`config.mk`:
```
export PLATFORM = sky130hd
export DESIGN_NAME = dps_queue
export DESIGN_NICKNAME = d
export VERILOG_FILES = /design/src/rtl/core/dps_pkg.sv /design/src/rtl/core/dps_queue.sv
export VERILOG_INCLUDE_DIRS = /design/src /design/src/rtl/core
export SDC_FILE = /design/constraint.sdc
export NUM_CORES = 1
export LEC_CHECK = 0
export BUFFER_PORTS_ARGS = -buffer_cell sky130_fd_sc_hd__buf_2
export CAP_MARGIN = 10
export CORE_MARGIN = 4
export CORE_UTILIZATION = 30
export CTS_BUF_LIST = sky130_fd_sc_hd__clkbuf_8
export CTS_CLUSTER_DIAMETER = 30
export DETAILED_ROUTE_END_ITERATION = 8
export PLACE_DENSITY = 0.55
export SETUP_SLACK_MARGIN = 0.2
export SYNTH_ARGS = -nofsm -noshare
export SYNTH_HDL_FRONTEND = slang
export SYNTH_SLANG_ARGS = --single-unit
```
`constraint.sdc`:
```
create_clock -name clk_i -period 7.9 [get_ports clk_i]
set_input_delay 1.58 -clock clk_i [delete_from_list [all_inputs] [get_ports clk_i]]
set_output_delay 1.58 -clock clk_i [all_outputs]
set_load 0.01 [all_outputs]
```
`src/rtl/core/dust_particle_step_core_assert.svh`:
```
// ----------------------------------------------------------------------------
// Assertion macros for the dust particle step core
// Concurrent assertion helpers clocked on clk_i, used by the core's queue.
// ----------------------------------------------------------------------------
`ifndef DUST_PARTICLE_STEP_CORE_ASSERT_SVH
`define DUST_PARTICLE_STEP_CORE_ASSERT_SVH

// Checked only while the block is out of reset.
`define DPS_ASSERT(lbl, prop, msg) \
  lbl: assert property (@(posedge clk_i) disable iff (!rst_ni) prop) else $error(msg);

// Checked at every edge, reset included.
`define DPS_ASSERT_ALWAYS(lbl, prop, msg) \
  lbl: assert property (@(posedge clk_i) prop) else $error(msg);

`endif

```
`src/rtl/core/dps_pkg.sv`:
```
// ----------------------------------------------------------------------------
// Dust particle step package
// Payload types, configuration types and fixed constants of the core.
// ----------------------------------------------------------------------------
package dps_pkg;

  localparam int DIV_QW     = 16;  // quotient bits of the alpha dividers
  localparam int SQRT_W     = 32;  // result bits of the radius square root
  localparam int ENV_FAC_W  = 36;
  localparam int ENV_DEN_W  = 34;
  localparam int CFG_IDX_W  = 2;

  localparam logic [15:0] ALPHA_ONE = 16'h8000;

  typedef enum logic [CFG_IDX_W-1:0] {
    CFG_BASE_ALPHA = 2'd0,
    CFG_FADE_INNER = 2'd1,
    CFG_FADE_OUTER = 2'd2
  } cfg_idx_e;

  typedef struct packed {
    logic signed [31:0] pos_x;
    logic signed [31:0] pos_y;
    logic signed [31:0] pos_z;
    logic signed [31:0] vel_x;
    logic signed [31:0] vel_y;
    logic signed [31:0] vel_z;
    logic [31:0]        age;
    logic [31:0]        life_span;
    logic [31:0]        step_time;
  } dps_in_t;

  typedef struct packed {
    logic signed [31:0] new_pos_x;
    logic signed [31:0] new_pos_y;
    logic signed [31:0] new_pos_z;
    logic [31:0]        new_age;
    logic [15:0]        opacity;
    logic               alive;
  } dps_out_t;

  typedef struct packed {
    logic [15:0] base_alpha;
    logic [31:0] fade_inner_radius;
    logic [31:0] fade_outer_radius;
  } dps_cfg_t;

  // Classified particle handed from the front to the back.
  typedef struct packed {
    logic signed [31:0]    pos_x;
    logic signed [31:0]    pos_y;
    logic signed [31:0]    pos_z;
    logic signed [31:0]    vel_x;
    logic signed [31:0]    vel_y;
    logic signed [31:0]    vel_z;
    logic [31:0]           step;
    logic [31:0]           t;
    logic                  dead;
    logic [ENV_FAC_W-1:0]  env_fac;
    logic [ENV_DEN_W-1:0]  env_den;
  } dps_cmd_t;

endpackage

```
`src/rtl/core/dps_queue.sv`:
```
// ----------------------------------------------------------------------------
// Dust particle step queue
// Short register queue between the front and the back.
// ----------------------------------------------------------------------------
module dps_queue #(
  parameter int DEPTH = 4
) (
  input  logic              clk_i,
  input  logic              rst_ni,
  input  logic              push_i,
  input  dps_pkg::dps_cmd_t push_data_i,
  output logic              full_o,
  input  logic              pop_i,
  output logic              valid_o,
  output dps_pkg::dps_cmd_t data_o
);

  localparam int PTR_W = (DEPTH > 1) ? $clog2(DEPTH) : 1;
  localparam int CNT_W = $clog2(DEPTH + 1);

  dps_pkg::dps_cmd_t mem_q [DEPTH];
  logic [PTR_W-1:0]  wr_ptr_q, rd_ptr_q;
  logic [CNT_W-1:0]  cnt_q;

  assign full_o  = cnt_q == CNT_W'(DEPTH);
  assign valid_o = cnt_q != '0;
  assign data_o  = mem_q[rd_ptr_q];

  always_ff @(posedge clk_i or negedge rst_ni) begin
    if (!rst_ni) begin
      wr_ptr_q <= '0;
      rd_ptr_q <= '0;
      cnt_q    <= '0;
    end else begin
      if (push_i) begin
        wr_ptr_q <= (wr_ptr_q == PTR_W'(DEPTH - 1)) ? '0 : wr_ptr_q + 1'b1;
      end
      if (pop_i) begin
        rd_ptr_q <= (rd_ptr_q == PTR_W'(DEPTH - 1)) ? '0 : rd_ptr_q + 1'b1;
      end
      if (push_i && !pop_i) begin
        cnt_q <= cnt_q + 1'b1;
      end else if (pop_i && !push_i) begin
        cnt_q <= cnt_q - 1'b1;
      end
    end
  end

  always_ff @(posedge clk_i) begin
    if (push_i) begin
      mem_q[wr_ptr_q] <= push_data_i;
    end
  end

`include "dust_particle_step_core_assert.svh"

  `DPS_ASSERT_ALWAYS(a_cnt_range, cnt_q <= CNT_W'(DEPTH), "queue count above depth")
  `DPS_ASSERT(a_no_push_full, push_i |-> !full_o, "push into a full queue")
  `DPS_ASSERT(a_no_pop_empty, pop_i |-> valid_o, "pop from an empty queue")
  `DPS_ASSERT(a_cnt_inc, (push_i && !pop_i) |=> (cnt_q == CNT_W'($past(cnt_q) + 1'b1)), "count did not grow")

endmodule

```
---- Word level (Yosys, flattened, before mapping) ----
Memories as Yosys holds them, arrays and structs flattened.
Index checks and enable logic that the tools add are counted.
storage, ports and cells
  register bits after elaboration ......... 7
  memory bits (writable) .................. 1308
  input port bits ......................... 331
  output and inout port bits .............. 329
  logic and storage cells ................. 23
  memories kept ........................... 1
memories
  name   words  bits a word  read ports  clocked after memory_dff  wr ports  RTL line         RTL
  mem_q  4      327          1           0                         1         dps_queue.sv:21  dps_pkg::dps_cmd_t mem_q [DEPTH];
cells by class
  $add $sub $neg .......................... 4
  eq/ne operators ......................... 3
  multiplexer cells ....................... 6
  reductions and logical operators ........ 6
operators with widths
  operator                                           count
  2-to-1 mux 3 bit                                   2
  adder 2 x 1 -> 2 bit (second input constant)       2
  equality test 2 bit (second input constant)        2
  2-to-1 mux 2 bit                                   2
  adder 3 x 1 -> 3 bit (second input constant)       1
  equality test 3 bit (second input constant)        1
  nonzero test 3 bit                                 1
  subtractor 3 x 1 -> 3 bit (second input constant)  1
  logical AND 1 bit                                  2
  logical NOT 1 bit                                  2
  2-to-1 mux 1 bit                                   2
  nonzero test 2 bit                                 1

---- Depth between registers and ports, before layout ----
  depth after elaboration ................. 4
  gate-level depth with buffers ........... 7
  gate-level depth less buffers ........... 7

---- Worst setup path before layout ----
OpenSTA, ideal clock, no wires.
  path kind ............................... input to register
  start point ............................. input port push_i
  end point ............................... memory mem_q[0][0] (netlist bit), enable pin
  setup time .............................. 0.729 ns
  arrival time ............................ 8.948 ns
  data required time ...................... 7.171 ns
  setup slack ............................. -1.778 ns
  cell stages on the path ................. 1
  path buffers ............................ 0
  cells stage by stage .................... and2_1
on the way
  longest elaborated chain between the ends .. 2
ends and longest elaborated chain
  element                                 RTL line         RTL
  start, declared                         dps_queue.sv:10  input logic push_i,
  2-to-1 mux 1 bit                        dps_queue.sv:50  if (push_i) begin
  2-to-1 mux 1 bit (not written as such)  dps_queue.sv:51  mem_q[wr_ptr_q] <= push_data_i;
  end, declared                           dps_queue.sv:21
No other way between the ends.

==> impl_results.md <==
- Core box area: 159000 sq um
- Layout cells sized above 1: 50.3%
- Die W: 408 um
- Dpl cells: 4433
- Synth cell types: 20
- Critical Path Sink Type: output port
- Max rail drop VDD: 0.000286 V
- Total Routing Usage GR: 13.3%
- Via count: ~22000
- Layout Cells excl Fill: just under 5000
- Worst-path clk slew: approximately 0.06 ns
- Vias in the first global route: roughly 25000
- # nets final: 2994
- Crit path max-delay cell type: dfrtp_4
- Worst Hold Class: in -> async
- Top cells by area, synth: edfxtp_1 82%, mux4_2 15%, buf_12 1.4%
- Total setup buffers inserted after CTS: 0
- Tmin final: between 5 and 6 ns
- Worst path max stage delay: 0.88 ns
- Register bit total from synthesis: 1315
- First-pass GRT wire length: 164000 um
- Final Hold Fails: 0
- Tcrit/Tclk final: 67.2%
- Placement Setup Slack: 3.59 ns
- Dominant cell type by area after synthesis: edfxtp_1
- CP dominant cell by count: buf_12
- H-tree levels: 5
- Multi-input gate area: 7600 sq um
- CTS tree: done
- Site row count: 146
- Final TNS setup: 0 ns
- Worst slew margin: 14.6%
- Fillers: 14400
- Sink Count: between 1000 and 1500
- Initial DRC count: 1536
- Final Max Slew Viols: 0
- Critical path type: reg -> out
- DRC: 0
- Final WL: 112000 um
- Post-CTS Resized: 0
- CP Max Fanout: 100
- CP Data Required Time: 6.32 ns
- CP Launch Type: register
- Final worst slack: 2.59 ns
- GP Congestion: 0.753
- Largest net degree at the start of global routing: 125
- Worst Clk Skew: 0.0521 ns
- Layout area overhead: 23.5%
- Antenna-violating nets left: 0
- Avg Cell Area, Syn: about 27 sq um
- DR WL/cell: 22.5 um
- HPWL after DPL: ~69000 um
- Max Clock Freq: 188 MHz
- RSZ-0062 raised after global routing: no
- CTS max path bufs: 4
- Sequential share of the synthesized area: 82.3%
- Syn. warnings: 0
- Syn nets: 2083
- P_leak: 20.1 nW
- Drt first pass iters: 5
- Total Power: 22.7 mW
- Worst-path cell chain: buf_12, buf_12, mux4_2, buf_2
- Status: completed
- Via/cell ratio: 4.51
- CTS Buf Count: 293
- Worst Max-Slew Pin Slew: 1.28 ns
- Worst Path Arrival: 3.73 ns
- Total global routing overflow: 0
- Clock Root Buffer: clkbuf_8
- Setup violators final: 0
- Boundary Pins: 660
- Synthesized area: 47900 sq um
- Die H: 408 um
- Antenna violations before repair: around 50
- CTS Hold Bufs: 0
- Reg area: 39500 sq um
- Clk_lat worst skew: 0.96 ns
- Maxcap violations: 0
- Die area: 166000 sq um
- Area share of the largest cell type after synthesis: approximately four fifths
- P per Cell Area: approximately 380 nW/um^2
- Cells after Synth: ~1700
- Initial core utilization: a little under a third
- Port-buffer cells: 659
-- critical path, delay by kind of cell (launching register included) --
kind | cells | cell delay (ns)
buffers and inverters | 3 | 1.07
multiplexers | 1 | 0.48
flip-flops | 1 | 0.88
-- cells by family after synthesis --
group	after synthesis	synth area share, %
simple gates	11	0.120
compound gates	2	0.0209
xor+xnor	3	0.0548
buf+inv	77	1.86
flops	1315	82.3
fa+ha+maj	7	0.198
mux	330	15.4
-- routing by layer --
metal  share of wire, %  up-vias  track usage (%)
met5               0.16        -                0
met2                 50      868             22.1
met1                 38    11600             15.1
li1                   -     9559                -
met4                2.8       28             5.20
met3                8.8      244             5.65
-- metrics by stage --
step	utilization (%)	hold WS (ns)	instance area (sq um)
floorplan	-	0.449	47900
CTS	37.3	0.259	59100
detailed placement	33.7	0.491	53400
global route	37.3	0.323	59200
global placement	33.7	0.468	53400
finish	37.3	0.432	59200
-- Yosys cell counts --
library cell,n
fa_1,1
buf_12,33
mux2_2,3
ha_1,6
inv_1,4
nor3b_1,1
mux4_2,327
buf_2,33
o21ai_0,2
xnor2_1,1
dfrtp_1,7
buf_6,3
clkbuf_1,3
edfxtp_1,1308
or3_1,1
xor2_1,2
and2_1,4
nor2_1,3
buf_4,1
nand2_1,2
-- sequential cells by signal, indices dropped and copies added (netlist names) --
name and count:
cnt_q 3, rd_ptr_q 2, wr_ptr_q 2, mem_q 1308
-- placed cells by master, fill, tap and decap left out, drive strengths merged --
cell type,count
edfxtp,1308
buf,689
mux4,327
clkbuf,297
clkinv,89
inv,48
clkinvlp,34
diode,31
bufinv,27
dfrtp,7
ha,6
and2,4
mux2,3
nor2,3
nand2,2
o21ai,2
xor2,2
or3,1
nor3b,1
xnor2,1
fa,1
-- report_power, final --
| part | switching (mW) | internal, mW | total [mW] |
|---|---|---|---|
| registers | 0.324 | 8.95 | 9.28 |
| logic | 3.40 | 2.60 | 6.00 |
| clock network | 2.98 | 4.40 | 7.38 |
| total | 6.70 | 15.9 | 22.7 |
-- final cells by class --
type                    instances  area share [%]
well taps                    2072            4.38
clock inverters               194            2.84
repair buffers                689            6.25
multi-input cells             353            12.8
clock buffers                 297            6.90
diodes                         31           0.131
inverters                       4          0.0254
flip-flops and latches       1315            66.6
-- final timing paths --
check | start | end | slack, ns | depth (start not counted)
setup reg to reg | wr_ptr_q[0]$_DFFE_PN0P_ | mem_q[3][95]$_DFFE_PP_ | 5.07 | 4
hold reg to reg | cnt_q[2]$_DFFE_PN0P_ | cnt_q[2]$_DFFE_PN0P_ | 0.49 | 1
setup / recovery | rd_ptr_q[1]$_DFFE_PN0P_ | data_o[158] | 2.59 | 4
max in group asynchronous | rst_ni | rd_ptr_q[0]$_DFFE_PN0P_ | 7.29 | 1
min in group clk_i | cnt_q[2]$_DFFE_PN0P_ | cnt_q[2]$_DFFE_PN0P_ | 0.49 | 1
hold / removal | rst_ni | rd_ptr_q[1]$_DFFE_PN0P_ | 0.43 | 1
(Power assumes the default switching activity.)
