`src/rtl/core/dust_particle_step_core_assert.svh`:
```
// ----------------------------------------------------------------------------
// Assertion macros for the dust particle step core
// Concurrent assertion helpers clocked on clk_i, used by the core's queue.
// ----------------------------------------------------------------------------
`ifndef DUST_PARTICLE_STEP_CORE_ASSERT_SVH
`define DUST_PARTICLE_STEP_CORE_ASSERT_SVH

// Checked only while the block is out of reset.
`define DPS_ASSERT(lbl, prop, msg) \
  lbl: assert property (@(posedge clk_i) disable iff (!rst_ni) prop) else $error(msg);

// Checked at every edge, reset included.
`define DPS_ASSERT_ALWAYS(lbl, prop, msg) \
  lbl: assert property (@(posedge clk_i) prop) else $error(msg);

`endif

```
`src/rtl/core/dps_pkg.sv`:
```
// ----------------------------------------------------------------------------
// Dust particle step package
// Payload types, configuration types and fixed constants of the core.
// ----------------------------------------------------------------------------
package dps_pkg;

  localparam int DIV_QW     = 16;  // quotient bits of the alpha dividers
  localparam int SQRT_W     = 32;  // result bits of the radius square root
  localparam int ENV_FAC_W  = 36;
  localparam int ENV_DEN_W  = 34;
  localparam int CFG_IDX_W  = 2;

  localparam logic [15:0] ALPHA_ONE = 16'h8000;

  typedef enum logic [CFG_IDX_W-1:0] {
    CFG_BASE_ALPHA = 2'd0,
    CFG_FADE_INNER = 2'd1,
    CFG_FADE_OUTER = 2'd2
  } cfg_idx_e;

  typedef struct packed {
    logic signed [31:0] pos_x;
    logic signed [31:0] pos_y;
    logic signed [31:0] pos_z;
    logic signed [31:0] vel_x;
    logic signed [31:0] vel_y;
    logic signed [31:0] vel_z;
    logic [31:0]        age;
    logic [31:0]        life_span;
    logic [31:0]        step_time;
  } dps_in_t;

  typedef struct packed {
    logic signed [31:0] new_pos_x;
    logic signed [31:0] new_pos_y;
    logic signed [31:0] new_pos_z;
    logic [31:0]        new_age;
    logic [15:0]        opacity;
    logic               alive;
  } dps_out_t;

  typedef struct packed {
    logic [15:0] base_alpha;
    logic [31:0] fade_inner_radius;
    logic [31:0] fade_outer_radius;
  } dps_cfg_t;

  // Classified particle handed from the front to the back.
  typedef struct packed {
    logic signed [31:0]    pos_x;
    logic signed [31:0]    pos_y;
    logic signed [31:0]    pos_z;
    logic signed [31:0]    vel_x;
    logic signed [31:0]    vel_y;
    logic signed [31:0]    vel_z;
    logic [31:0]           step;
    logic [31:0]           t;
    logic                  dead;
    logic [ENV_FAC_W-1:0]  env_fac;
    logic [ENV_DEN_W-1:0]  env_den;
  } dps_cmd_t;

endpackage

```
`src/rtl/core/dps_front.sv`:
```
// ----------------------------------------------------------------------------
// Dust particle step front
// Takes particles in, advances the age and classifies life and envelope.
// ----------------------------------------------------------------------------
module dps_front (
  input  logic             clk_i,
  input  logic             rst_ni,
  input  logic             in_valid_i,
  output logic             in_stall_o,
  input  dps_pkg::dps_in_t in_data_i,
  input  logic             full_i,
  output logic             push_o,
  output dps_pkg::dps_cmd_t push_data_o
);

  logic             f_vld_q;
  dps_pkg::dps_in_t f_item_q;
  logic [31:0]      f_t_q;
  logic [32:0]      t_sum;
  logic             accept;

  logic [35:0] t10;
  logic [33:0] l3;
  logic [31:0] diff;
  logic [32:0] diff2;
  logic        ramp_done;
  logic        in_fade;

  assign in_stall_o = f_vld_q && full_i;
  assign accept     = in_valid_i && !in_stall_o;
  assign push_o     = f_vld_q && !full_i;

  assign t_sum = {1'b0, in_data_i.age} + {1'b0, in_data_i.step_time};

  always_ff @(posedge clk_i or negedge rst_ni) begin
    if (!rst_ni) begin
      f_vld_q <= 1'b0;
    end else if (accept) begin
      f_vld_q <= 1'b1;
    end else if (push_o) begin
      f_vld_q <= 1'b0;
    end
  end

  always_ff @(posedge clk_i) begin
    if (accept) begin
      f_item_q <= in_data_i;
      f_t_q    <= t_sum[32] ? 32'hFFFF_FFFF : t_sum[31:0];
    end
  end

  // Envelope: ramp up below 30% of life, fade over the last half.
  always_comb begin
    t10       = {f_t_q, 3'b000} + {3'b000, f_t_q, 1'b0};
    l3        = {1'b0, f_item_q.life_span, 1'b0} + {2'b00, f_item_q.life_span};
    diff      = f_item_q.life_span - f_t_q;
    diff2     = {diff, 1'b0};
    ramp_done = t10 >= {2'b00, l3};
    in_fade   = diff2 < {1'b0, f_item_q.life_span};

    push_data_o.pos_x = f_item_q.pos_x;
    push_data_o.pos_y = f_item_q.pos_y;
    push_data_o.pos_z = f_item_q.pos_z;
    push_data_o.vel_x = f_item_q.vel_x;
    push_data_o.vel_y = f_item_q.vel_y;
    push_data_o.vel_z = f_item_q.vel_z;
    push_data_o.step  = f_item_q.step_time;
    push_data_o.t     = f_t_q;
    push_data_o.dead  = f_t_q > f_item_q.life_span;
    if (!ramp_done) begin
      push_data_o.env_fac = t10;
      push_data_o.env_den = l3;
    end else if (in_fade) begin
      push_data_o.env_fac = {3'b000, diff2};
      push_data_o.env_den = {2'b00, f_item_q.life_span};
    end else begin
      // Full envelope: divide the base alpha by one.
      push_data_o.env_fac = 36'd1;
      push_data_o.env_den = 34'd1;
    end
  end

endmodule

```
`config.mk`:
```
export PLATFORM = sky130hd
export DESIGN_NAME = dps_front
export DESIGN_NICKNAME = d
export VERILOG_FILES = /design/src/rtl/core/dust_particle_step_core_assert.svh /design/src/rtl/core/dps_pkg.sv /design/src/rtl/core/dps_front.sv
export SDC_FILE = /design/constraint.sdc
export NUM_CORES = 1
export LEC_CHECK = 0
export ABC_AREA = 1
export CAP_MARGIN = 10
export CELL_PAD_IN_SITES_DETAIL_PLACEMENT = 1
export CELL_PAD_IN_SITES_GLOBAL_PLACEMENT = 2
export CORE_AREA = 2 2 245 247
export CTS_BUF_LIST = sky130_fd_sc_hd__clkbuf_4
export DETAILED_ROUTE_END_ITERATION = 10
export DIE_AREA = 0 0 247 249
export DONT_BUFFER_PORTS = 1
export GPL_ROUTABILITY_DRIVEN = 0
export GPL_TIMING_DRIVEN = 0
export PLACE_DENSITY = 0.74
export SLEW_MARGIN = 20
export SYNTH_ARGS = -nofsm -noshare
export SYNTH_HDL_FRONTEND = slang
export SYNTH_SLANG_ARGS = --single-unit
```
`constraint.sdc`:
```
create_clock -name clk_i -period 15.7 [get_ports clk_i]
set_clock_uncertainty 0.15 [all_clocks]
set_input_delay 0 -clock clk_i [delete_from_list [all_inputs] [get_ports clk_i]]
set_output_delay 0 -clock clk_i [all_outputs]
set_load 0.03 [all_outputs]
```
* Word-level counts from Yosys, hierarchy flattened *
Index checks and enable logic that the tools add are counted.

operators by class
  add/sub/neg operators = 4
  order comparisons = 3
  mux-type cells = 4
  reductions and logical operators = 6

operator list
  operator           count
  $mux 70            1
  $mux 67            1
  $add 35x33->36     1
  $ge 36x34->1       1
  $add 33x32->34     1
  $add 32x32->33     1
  $lt 33x32->1       1
  $gt 32x32->1       1
  $sub 32x32->32     1
  $logic_and 1x1->1  3
  $logic_not 1->1    2
  $mux 1             2
  $reduce_bool 2->1  1

word-level totals
  bits in registers = 289
  input port bits = 292
  output and inout bits = 329
  logic and storage cells = 27

* Depth between registers and ports, before layout *
Gate-level depths: netlist of run 1.

  depth after elaboration = 4
  mapped depth = 30
  mapped depth without buffers = 29

* Least setup slack after synthesis of run 1 *
No wires, ideal clock.

  path type = register -> register
  start point = register f_vld_q
  end point = register f_item_q[32] (netlist bit), enable pin
  library setup time = 0.944 ns
  data arrival time = 12.540 ns
  required time = 14.606 ns
  setup slack = 2.066 ns
  stages on the path, launching flop included = 4
  path buffers = 0
  period minus slack after synthesis = 13.634 ns
  cell sequence = dfrtp_1 > nand2_1 > inv_1 > nor2_1

between the ends
  longest elaborated chain between the ends = 3

ends and longest elaborated chain
  element                 RTL line         text
  from (decl)             dps_front.sv:16  logic f_vld_q;
  from (signal assigned)  dps_front.sv:37  f_vld_q <= 1'b0;
  from (signal assigned)  dps_front.sv:39  f_vld_q <= 1'b1;
  from (signal assigned)  dps_front.sv:41  f_vld_q <= 1'b0;
  $logic_and 1x1->1       dps_front.sv:29  assign in_stall_o = f_vld_q && full_i;
  via in_stall_o          dps_front.sv:9   output logic in_stall_o,
  $logic_not 1->1         dps_front.sv:30  assign accept = in_valid_i && !in_stall_o;
  $logic_and 1x1->1       dps_front.sv:30
  via accept              dps_front.sv:20  logic accept;
  to (signal assigned)    dps_front.sv:47  f_item_q <= in_data_i;
  to (decl)               dps_front.sv:17  dps_pkg::dps_in_t f_item_q;

The timed path passes the listed nets, and every way through them passes these cells.
A chain may end at the register's enable or synchronous reset.

==> metrics.yaml, run 1 <==
synth:
  synth_top_area_share_pct: 42.8
  seq_area_frac_synth_pct: 43.0
  yosys-top-cells-area: "edfxtp_1 (43%), ha_1 (12%), nand2_1 (8.6%)"
  async_reset_ff_share_pct: 0.346
  synthFlopType: "edfxtp_1"
  synth_top_area_cell: "edfxtp_1"
  avgSynthCellArea_um2: 9.08
  synth_cells: 2224
  ys_ff_latch: 289
  ys_warn_count: 0
  synth_edf_count: 288
  netlist_area_um2: 20200
  yosys.cell_types.count: 49
die:
  die-height_um: 249
  dieArea_um2: 61500
  fp.dieW_um: 247
  initial_core_util_pct: 34.4
  std_cell_rows: 89
  core_area_um2: 58700
  io_pins: 621
timing:
  setup_viol: 0
  rsz0062_at_grt: "no"
  slew_headroom_pct: 30.7
  min_period_ns: 7.21
  slew_violations: 0
  fmax_ghz: 0.139
  tightest_slew_ns: 1.03
  finalCritPeriodShare_pct: 45.9
  hold_viol: 0
run:
  max_cap_violations: 0
worst_setup_path:
  critPathKind: "flop to output port"
  r2r-start: "f_vld_q"
  cp-end-kind: "output port"
  crit_family: "simple AND/OR/NAND/NOR gates"
  crit_required_ns: 15.55
  crit_buf_inv: 2
  critical_path.cell_chain: "ha_1 > inv_1 > fa_1 > nand3b_1 > nand2_1 > a21boi_2 > o21bai_2 > nand3_1 > nand2_1 > a21oi_1 > xnor2_1 > ha_1 > nand2_1 > nor3_1 > nand2_1 > nor4_1 > nand3_1 > nand3_1 > nand2_1 > nand2_2 > buf_2 > nand4_1 > nand2_1"
  startpoint_type: "flop"
  worst_r2r_endpoint: "push_data_o[314]"
  critPathMaxFanout: 10
  arrival_ns: 7.06
  crit_top_cell: "nand2_1"
  critPathSlowestCell: "edfxtp_1"
  cp_slowest_stage_delay_ns: 0.89
  r2r_slack_ns: 12.75
  worstRegToRegCells: 8
placed_design:
  portBuffers: 0
  dp_hpwl_um: 60900
hold_path:
  hold_depth: 2
  hold_class: "primary input to flop"
  hold-path-endpoint: "push_data_o[208]"
  worstHoldStart: "in_data_i[169]"
cells_and_area:
  fin_nets: 3412
  area_growth_pct: 41.0
  post-route-util_pct: 48.5
  layout_commonest_cell: "dlygate4sd3_1"
  drive_gt1_share_pct: 13.3
  final_cell_mix: "dlygate4sd3_1 (608), nand2_1 (463), edfxtp_1 (288), inv_1 (239), buf_4 (229)"
clock_tree:
  root_buffer: "clkbuf_4"
  cts-htree-levels: 3
  cts_tree: "built"
  clk_latency_ns: 0.81
  postCtsSetupBuffers: 0
  cts_hold_buffers: 608
  numCtsBuffers: 79
  clock_sinks: 289
  clk_pin_slew_ns: 0.08
  cts_resized: 0
  clock_path_buffers: 3
global_routing:
  use_met3_pct: 6.29
  gr-max-usage-layer: "met2"
  grt_overflow: 0
  grt_start_max_net_pins: 32
  track_usage_pct: 29.5
  antenna_found_initial: 3
  grt_pass1_wl_um: 136000
  grt_pass1_vias: 21603
  met1_usage_pct: 32.0
  grtUsageMet2_pct: 54.6
detailed_routing:
  firstDrtPassIters: 5
  vias_per_cell: 5.09
  drt-initial-drc-count: 914
  wl_per_cell_um: 24.4
  drt_wl_total_um: 91600
  num_vias: 19084
  ant_nets: 0
  drcViolationCount: 0
power:
  total_power_w: 0.00301
  ir_drop_mv: 0.0892
  leakagePower_nw: 12.6
  powerDensity_nw_per_um2: 106
outcome:
  outcome: "complete, no violations"
where the power goes:
| group | internal [W] | switching, W | total, W |
|---|---|---|---|
| logic | 0.000443 | 0.000876 | 0.00132 |
| registers | 0.000908 | 0.0000667 | 0.000975 |
| clock network | 0.000320 | 0.000392 | 0.000712 |
per-layer routing:
metal	routed length (µm)	part of all wire (%)	vias up
li1	-	-	8843
met1	34500	38	9271
met2	47400	52	744
met3	5330	5.8	226
met4	4370	4.8	0
met5	0	0	-
synth_stat cells, types with 9 or more instances:
cell type and number:
nand2_1 463, edfxtp_1 288, inv_1 239, buf_4 229
ha_1 190, a21oi_1 170, nor2_1 129, nand4_1 80
o21ai_0 74, xor2_1 69, nand3_1 68, xnor2_1 34
nor3_1 25, a21o_1 20, o21bai_1 18, buf_2 15
a31oi_1 12, or2_0 10, o21a_1 9
metrics by stage:
step	cell area, µm²	worst slack (ns)	hold slack (ns)	setup TNS (ns)	instances
after floorplan	20200	2.07	-0.446	0	2225
after global routing	28500	8.12	0.112	0	3750
after detailed placement	21400	9.02	-0.446	0	3010
final	28500	8.49	0.142	0	3750
after CTS	28400	8.09	0.0357	0	3745
after global placement	21200	-2.53	-0.446	-714.77	2998
worst register-to-register path, cell delays in order, from the launching register on:
cell and delay [ns]:
dfrtp_1 0.41, nand2_1 0.09, inv_1 0.19, nor2_4 0.56, buf_12 0.30, buf_12 0.26
buf_12 0.26, buf_16 0.21, buf_16 0.19
worst max-delay path by stage:
stage            startpoint          endpoint  cells past startpoint
2_1_floorplan       f_vld_q      f_item_q[32]                      3
3_3_place_gp        f_vld_q  push_data_o[250]                      3
3_5_place_dp       f_t_q[0]   push_data_o[35]                     23
4_1_cts            f_t_q[0]   push_data_o[35]                     23
5_1_grt        f_item_q[33]   push_data_o[35]                     25
6_report           f_t_q[0]   push_data_o[35]                     23
cell type report:
type / instances / area (µm²)
clock inverters: 19 / 105
flip-flops and latches: 289 / 8670
well taps: 773 / 967
inverters: 241 / 905
fillers: 6627 / 30200
diodes: 5 / 12.5
multi-input cells: 1441 / 8760
plain buffers: 254 / 1860
repair buffers: 620 / 6370
clock buffers: 108 / 811
logic make-up (layout without fill, tap and decap cells):
group / after synthesis / after routing / synth area share (%)
buf+inv: 495 / 1242 / 13.7
other cells: 1 / 7 / 0.0186
flops: 289 / 289 / 43.0
compound gates: 336 / 336 / 9.53
fa+ha+maj: 194 / 194 / 12.2
simple gates: 806 / 806 / 17.1
xor+xnor: 103 / 103 / 4.47
flip-flops by register name (all words and copies together) (netlist names):
register,flops
f_vld_q,1
f_item_q,32
f_t_q,32
push_data_o,224
Power figures use the tool's default switching activity.
==> run 2: changes to the inputs <==
- ABC_AREA: 1 -> 0
- CORE_AREA: 2 2 245 247 -> 2 2 244 246
- DIE_AREA: 0 0 247 249 -> 0 0 246 248
- PLACE_DENSITY: 0.74 -> 0.7
- clock period: 15.7 -> 6.34 ns (I/O delays scaled with it)
==> run 2 against run 1 <==
Effect of this change: the run now fails in clock tree synthesis (4_1_cts); synthesized area fell by 6.1%; synthesized cell count down 24%.
==> metrics.yaml, run 2 <==
die:
  die-height_um: 248
  std_cell_rows: 89
  fp.dieW_um: 246
  io_pins: 621
  initial_core_util_pct: 32.4
synth:
  ys_warn_count: 0
  netlist_area_um2: 19000
  synthFlopType: "edfxtp_1"
  synth_cells: 1695
  seq_area_frac_synth_pct: 45.7
  synth.most_common_cell: "edfxtp_1"
  synth_edf_count: 288
  avgSynthCellArea_um2: 11.2
  yosys-top-cells-area: "edfxtp_1 (46%), ha_1 (13%), buf_4 (9.0%)"
  yosys.cell_types.count: 80
  ys_ff_latch: 289
  async_reset_ff_share_pct: 0.346
  synth_top_area_share_pct: 45.6
  synth_common_cells: "edfxtp_1 (288), buf_4 (227), ha_1 (190)"
  synth_top_area_cell: "edfxtp_1"
clock_tree:
  clock_sinks: 289
  postCtsSetupBuffers: 36
  numCtsBuffers: 82
  cts-htree-levels: 3
  clock_path_buffers: 3
  cts_hold_buffers: 532
  cts_resized: 206
  root_buffer: "clkbuf_4"
placed_design:
  dp_hpwl_um: 61200
  placed_cells: 2482
  portBuffers: 0
outcome:
  outcome: "did not finish"
  stop_stage: "clock tree synthesis (4_1_cts)"
  error: "[ERROR RSZ-0060] Max buffer count reached."
==> run 2: logic make-up after synthesis <==
group	Yosys count	synth area share, %
compound gates	457	16.9
xor+xnor	110	5.08
fa+ha+maj	194	13.0
buf+inv	349	11.6
flops	289	45.7
mux	2	0.178
other cells	1	0.0198
simple gates	293	7.54
==> run 2: stage by stage <==
step,worst slack (ns),hold WS [ns],instance area [µm²],utilization (%),setup TNS (ns)
floorplan,0.813,-0.446,19000,-,0
global placement,-1.99,-0.445,19900,34.1,-359.78
detailed placement,-1.06,-0.445,20200,34.6,-36.95
==> run 3: changes to the inputs <==
- CELL_PAD_IN_SITES_DETAIL_PLACEMENT: 1 -> unset
- CELL_PAD_IN_SITES_GLOBAL_PLACEMENT: 2 -> unset
- CORE_AREA: 2 2 244 246 -> 2 2 241 243
- CTS_BUF_LIST: sky130_fd_sc_hd__clkbuf_4 -> unset
- DIE_AREA: 0 0 246 248 -> 0 0 243 245
- PLACE_DENSITY: 0.7 -> unset
- PLACE_DENSITY_LB_ADDON: unset -> 0.15
- clock period: 6.34 -> 8.25 ns (I/O delays scaled with it)
==> run 3 against run 2 <==
Effect of this change: the flow again stops in clock tree synthesis (4_1_cts); synthesized area did not move; synthesized cell count did not move.
==> metrics.yaml, run 3 <==
outcome:
  outcome: "did not finish"
  stop_stage: "clock tree synthesis (4_1_cts)"
  error: "[ERROR RSZ-0060] Max buffer count reached."
synth:
  yosys-top-cells-area: "edfxtp_1 (46%), ha_1 (13%), buf_4 (9.0%)"
  ys_warn_count: 0
  yosys.cell_types.count: 80
  synth_common_cells: "edfxtp_1 (288), buf_4 (227), ha_1 (190)"
  seq_area_frac_synth_pct: 45.7
  netlist_area_um2: 19000
  synth_top_area_share_pct: 45.6
  ys_ff_latch: 289
  synth_top_area_cell: "edfxtp_1"
  async_reset_ff_share_pct: 0.346
  synth_edf_count: 288
  synth_cells: 1695
  avgSynthCellArea_um2: 11.2
  synthFlopType: "edfxtp_1"
  synth.most_common_cell: "edfxtp_1"
die:
  initial_core_util_pct: 33.2
  io_pins: 621
  die-height_um: 245
  fp.dieW_um: 243
  std_cell_rows: 88
clock_tree:
  clock_sinks: 289
  cts_hold_buffers: 509
  clock_path_buffers: 3
  cts-htree-levels: 2
  cts_resized: 0
  numCtsBuffers: 36
  root_buffer: "clkbuf_16"
  postCtsSetupBuffers: 0
placed_design:
  dp_hpwl_um: 56800
  portBuffers: 0
  dpl_worst_slack_ns: 0.885
## run 3: cell counts after synthesis
No cell type changed its count.
## run 3: cell families after synthesis
logic type / synth area share (%)
AO/OA/AOI/OAI: 16.9
buffers and inverters: 11.6
AND/OR/NAND/NOR: 7.54
flip-flops: 45.7
adder cells (fa/ha/maj): 13.0
XOR/XNOR: 5.08
multiplexers: 0.178
other: 0.0198
## run 3: per-stage QoR
stage          cell area [µm²]  hold slack [ns]  cells  utilization (%)
3_5_place_dp             20200           -0.445   2474             35.5
3_3_place_gp             19900           -0.445   2461             34.9
2_1_floorplan            19000           -0.446   1696                -
